===== config.mk =====
export PLATFORM = sky130hd
export DESIGN_NAME = tksi_ram
export DESIGN_NICKNAME = d
export VERILOG_FILES = /design/src/design/tksi_ram.sv
export SDC_FILE = /design/constraint.sdc
export NUM_CORES = 1
export LEC_CHECK = 0
export ABC_AREA = 1
export ABC_CLOCK_PERIOD_IN_PS = 1700
export CAP_MARGIN = 30
export CORE_MARGIN = 10
export CORE_UTILIZATION = 45
export CTS_CLUSTER_SIZE = 20
export DETAILED_ROUTE_END_ITERATION = 8
export DONT_BUFFER_PORTS = 1
export GPL_TIMING_DRIVEN = 0
export PLACE_DENSITY = 0.69
export SYNTH_ARGS = -nofsm -noshare
export SYNTH_HDL_FRONTEND = slang
export SYNTH_SLANG_ARGS = --single-unit
export TNS_END_PERCENT = 1

===== constraint.sdc =====
create_clock -name clk -period 1.7 [get_ports clk]
set_input_delay 0.17 -clock clk [delete_from_list [all_inputs] [get_ports clk]]
set_output_delay 0.17 -clock clk [all_outputs]
set_load 0.05 [all_outputs]

===== src/design/tksi_ram.sv =====
// ----------------------------------------------------------------------------
// tksi_ram
// Generic single-write, single-read RAM with registered read data.
// ----------------------------------------------------------------------------
module tksi_ram #(
  parameter int WIDTH = 8,
  parameter int DEPTH = 16,
  localparam int AW   = (DEPTH > 1) ? $clog2(DEPTH) : 1
) (
  input  logic             clk,
  input  logic             wr_en,
  input  logic [AW-1:0]    wr_addr,
  input  logic [WIDTH-1:0] wr_data,
  input  logic             rd_en,
  input  logic [AW-1:0]    rd_addr,
  output logic [WIDTH-1:0] rd_data
);

  logic [WIDTH-1:0] mem [DEPTH];

  // Write port and registered read port
  always_ff @(posedge clk) begin
    if (wr_en) begin
      mem[wr_addr] <= wr_data;
    end
    if (rd_en) begin
      rd_data <= mem[rd_addr];
    end
  end

endmodule


==> flow_metrics.py <==
metrics = {
    "sta": {
        "fin_hold_viols": 0,
        "timing.final.max_slew_violations": 0,
        "max_slew.worst_pin.slew_ns": 0.974,
        "period_share_pct": 71.3,
        "whs_ns": 0.150,
        "setup_violations": 0,
        "maxClockFrequency_ghz": 0.825,
        "fin_skew_ns": 0.00551,
        "max-slew-margin-rel_pct": 34.8,
        "timing.setup.tns_ns": 0,
        "min_period_ns": 1.21,
        "unrepaired_setup_endpoints_after_global_routing": "false",
    },
    "logic_synthesis": {
        "netlist_instances": 551,
        "synth.largest_area_cell": "edfxtp_1",
        "avgSynthCellArea_um2": 10.6,
        "warnings_synthesis": 0,
        "netlist_area_mm2": 0.00585,
        "synth.yosys.seq_area_share_pct": 69.8,
        "synth_seq_cells": 136,
        "synth_fp_nets": 570,
        "synthDominantCellAreaShare_pct": 69.8,
        "post_synth_main_area_contributors": "edfxtp_1, nand2_1, nand3_1",
        "post_synth_num_cell_types": 11,
    },
    "floorplan": {
        "core-area_mm2": 0.0127,
        "die_outline_height_um": 134,
        "floorplan.initialDensity_pct": 46.1,
        "die_w_um": 134,
        "floorplan.rows": 41,
        "die-area_mm2": 0.0180,
        "ioPinCount": 27,
    },
    "cts": {
        "clock_latency_ns": 0.41,
        "ctsRootBufferMaster": "clkbuf_16",
        "tritoncts": "yes",
        "cts_inserted_buffers": 17,
        "numClockSinks": 136,
        "clk_transition_reported_paths_ns": 0.06,
        "level_count_of_the_clock_h_tree": 4,
        "cts_setup_buffers": 0,
        "clock_path_buffers": 2,
    },
    "drt": {
        "route.antenna.remaining_nets": 0,
        "totalWireLength_um": 14000,
        "routed-via-count": 3952,
        "route.detailed.drc": 0,
        "first_iter_violations": 473,
        "firstDrtPassIters": 5,
        "wl_per_cell_um": 18.3,
        "route.detailed.vias_per_inst": 5.17,
    },
    "finish": {
        "area_growth_pct": 15.4,
        "final_cell_count_no_fill": 765,
        "num-fill-cells": 1088,
        "layout_common_cells": "nand2_1, edfxtp_1, inv_1, nand3_1",
        "diodes_inserted": 0,
        "layout.nets": 599,
        "final_layout_size_suffix_gt1_share_pct": 9.11,
        "final_area_mm2": 0.00675,
        "layout.cells.most_common": "nand2_1",
    },
    "power_and_ir_drop": {
        "power_leakage_uw": 0.00286,
        "cellPowerDensity_mw_per_mm2": 1180,
        "power.ir.vdd_worst_mv": 0.610,
    },
    "placement": {
        "cell_area_reported_after_detailed_placement_mm2": 0.00606,
        "numPlacedInstances": 723,
        "portBuffers": 0,
        "detailedPlacementHpwl_um": 9060,
        "finalWeightedCongestion": 0.908,
    },
    "critical_path": {
        "worst-r2r-cell-count": 6,
        "setup.worst_path.start_class": "flop",
        "required_ns": 1.53,
        "critical_path_endpoint_category": "output port",
        "crit_type": "flop to output port",
        "crit_path_max_fanout": 1,
        "worst-endpoint-arrival_ns": 1.04,
        "worst-path-stages": 0,
    },
    "min_path": {
        "min_delay_path_depth": 2,
        "hold_path.class": "input port to flop",
    },
    "flow_run": {
        "max-cap-violations": 0,
    },
    "global_route": {
        "number_of_global_route_vias_before_repair": 3905,
        "antenna_violations_before_repair": 0,
        "track_usage_pct": 16.1,
        "grt_start_max_net_pins": 17,
        "grt_pass1_wl_um": 22000,
        "grt_overflow_total": 0,
    },
    "status": {
        "outcome": "finished clean",
    },
}
-- layer usage --
layer | vias to the layer above | wire length (um) | GRT usage [%]
met3 | 26 | 1470 | 4.71
met1 | 1876 | 5670 | 20.8
met5 | - | 0 | 0
met4 | 0 | 343 | 7.01
met2 | 210 | 6530 | 24.7
li1 | 1840 | - | -
-- synthesized netlist by cell type (all sizes together) --
master / number
edfxtp: 136
nand3: 97
nand3b: 2
buf: 24
inv: 102
nor2: 17
nand2: 173
-- flip-flops by register name, summed over array words and instances, names as in the netlist --
signal / count
mem: 128
rd_data: 8
-- cell families after synthesis --
family,Yosys count,synth area share [%]
flops,136,69.8
simple gates,289,20.8
buf+inv,126,9.39
-- final timing paths --
kind,slack (ns),end,start
max,0.49,rd_data[1],rd_data[1]
min,0.15,mem[7][2],wr_addr[1]
min reg2reg,0.79,rd_data[5],mem[13][5]
max reg2reg,0.53,rd_data[4],mem[4][4]
-- power breakdown --
group,leakage (uW),switching [uW],internal (uW),total (uW)
clock,0.000282,1340,2280,3630
sequential,0.00124,77.3,3780,3860
combinational,0.00134,329,133,462
-- metrics by stage --
step / worst slack [ns] / util (%) / power, uW
floorplan: 0.579 / - / 4190
global placement: 0.0977 / 47.8 / 4300
detailed placement: 0.0443 / 47.8 / 4310
CTS: 0.467 / 53.2 / 7960
global route: 0.441 / 53.2 / 8160
finish: 0.488 / 53.2 / 7950
-- cell type report --
class                           count  area, um^2  share of cell area, %
Buffer                             24         166                   2.47
Clock buffer                       18         429                   6.36
Inverter                          102         383                   5.68
Multi-Input combinational cell    289        1210                   18.0
Sequential cell                   136        4080                   60.5
Timing Repair Buffer               10        97.6                   1.45
Clock inverter                     14         158                   2.34
Tap cell                          172         215                   3.19
-- timing repair --
action / in CTS / in global routing
resized for setup: 0 / 0
hold buffers: 9 / 0
endpoints found under the hold margin: 136 / 0
(Power assumes the default switching activity.)
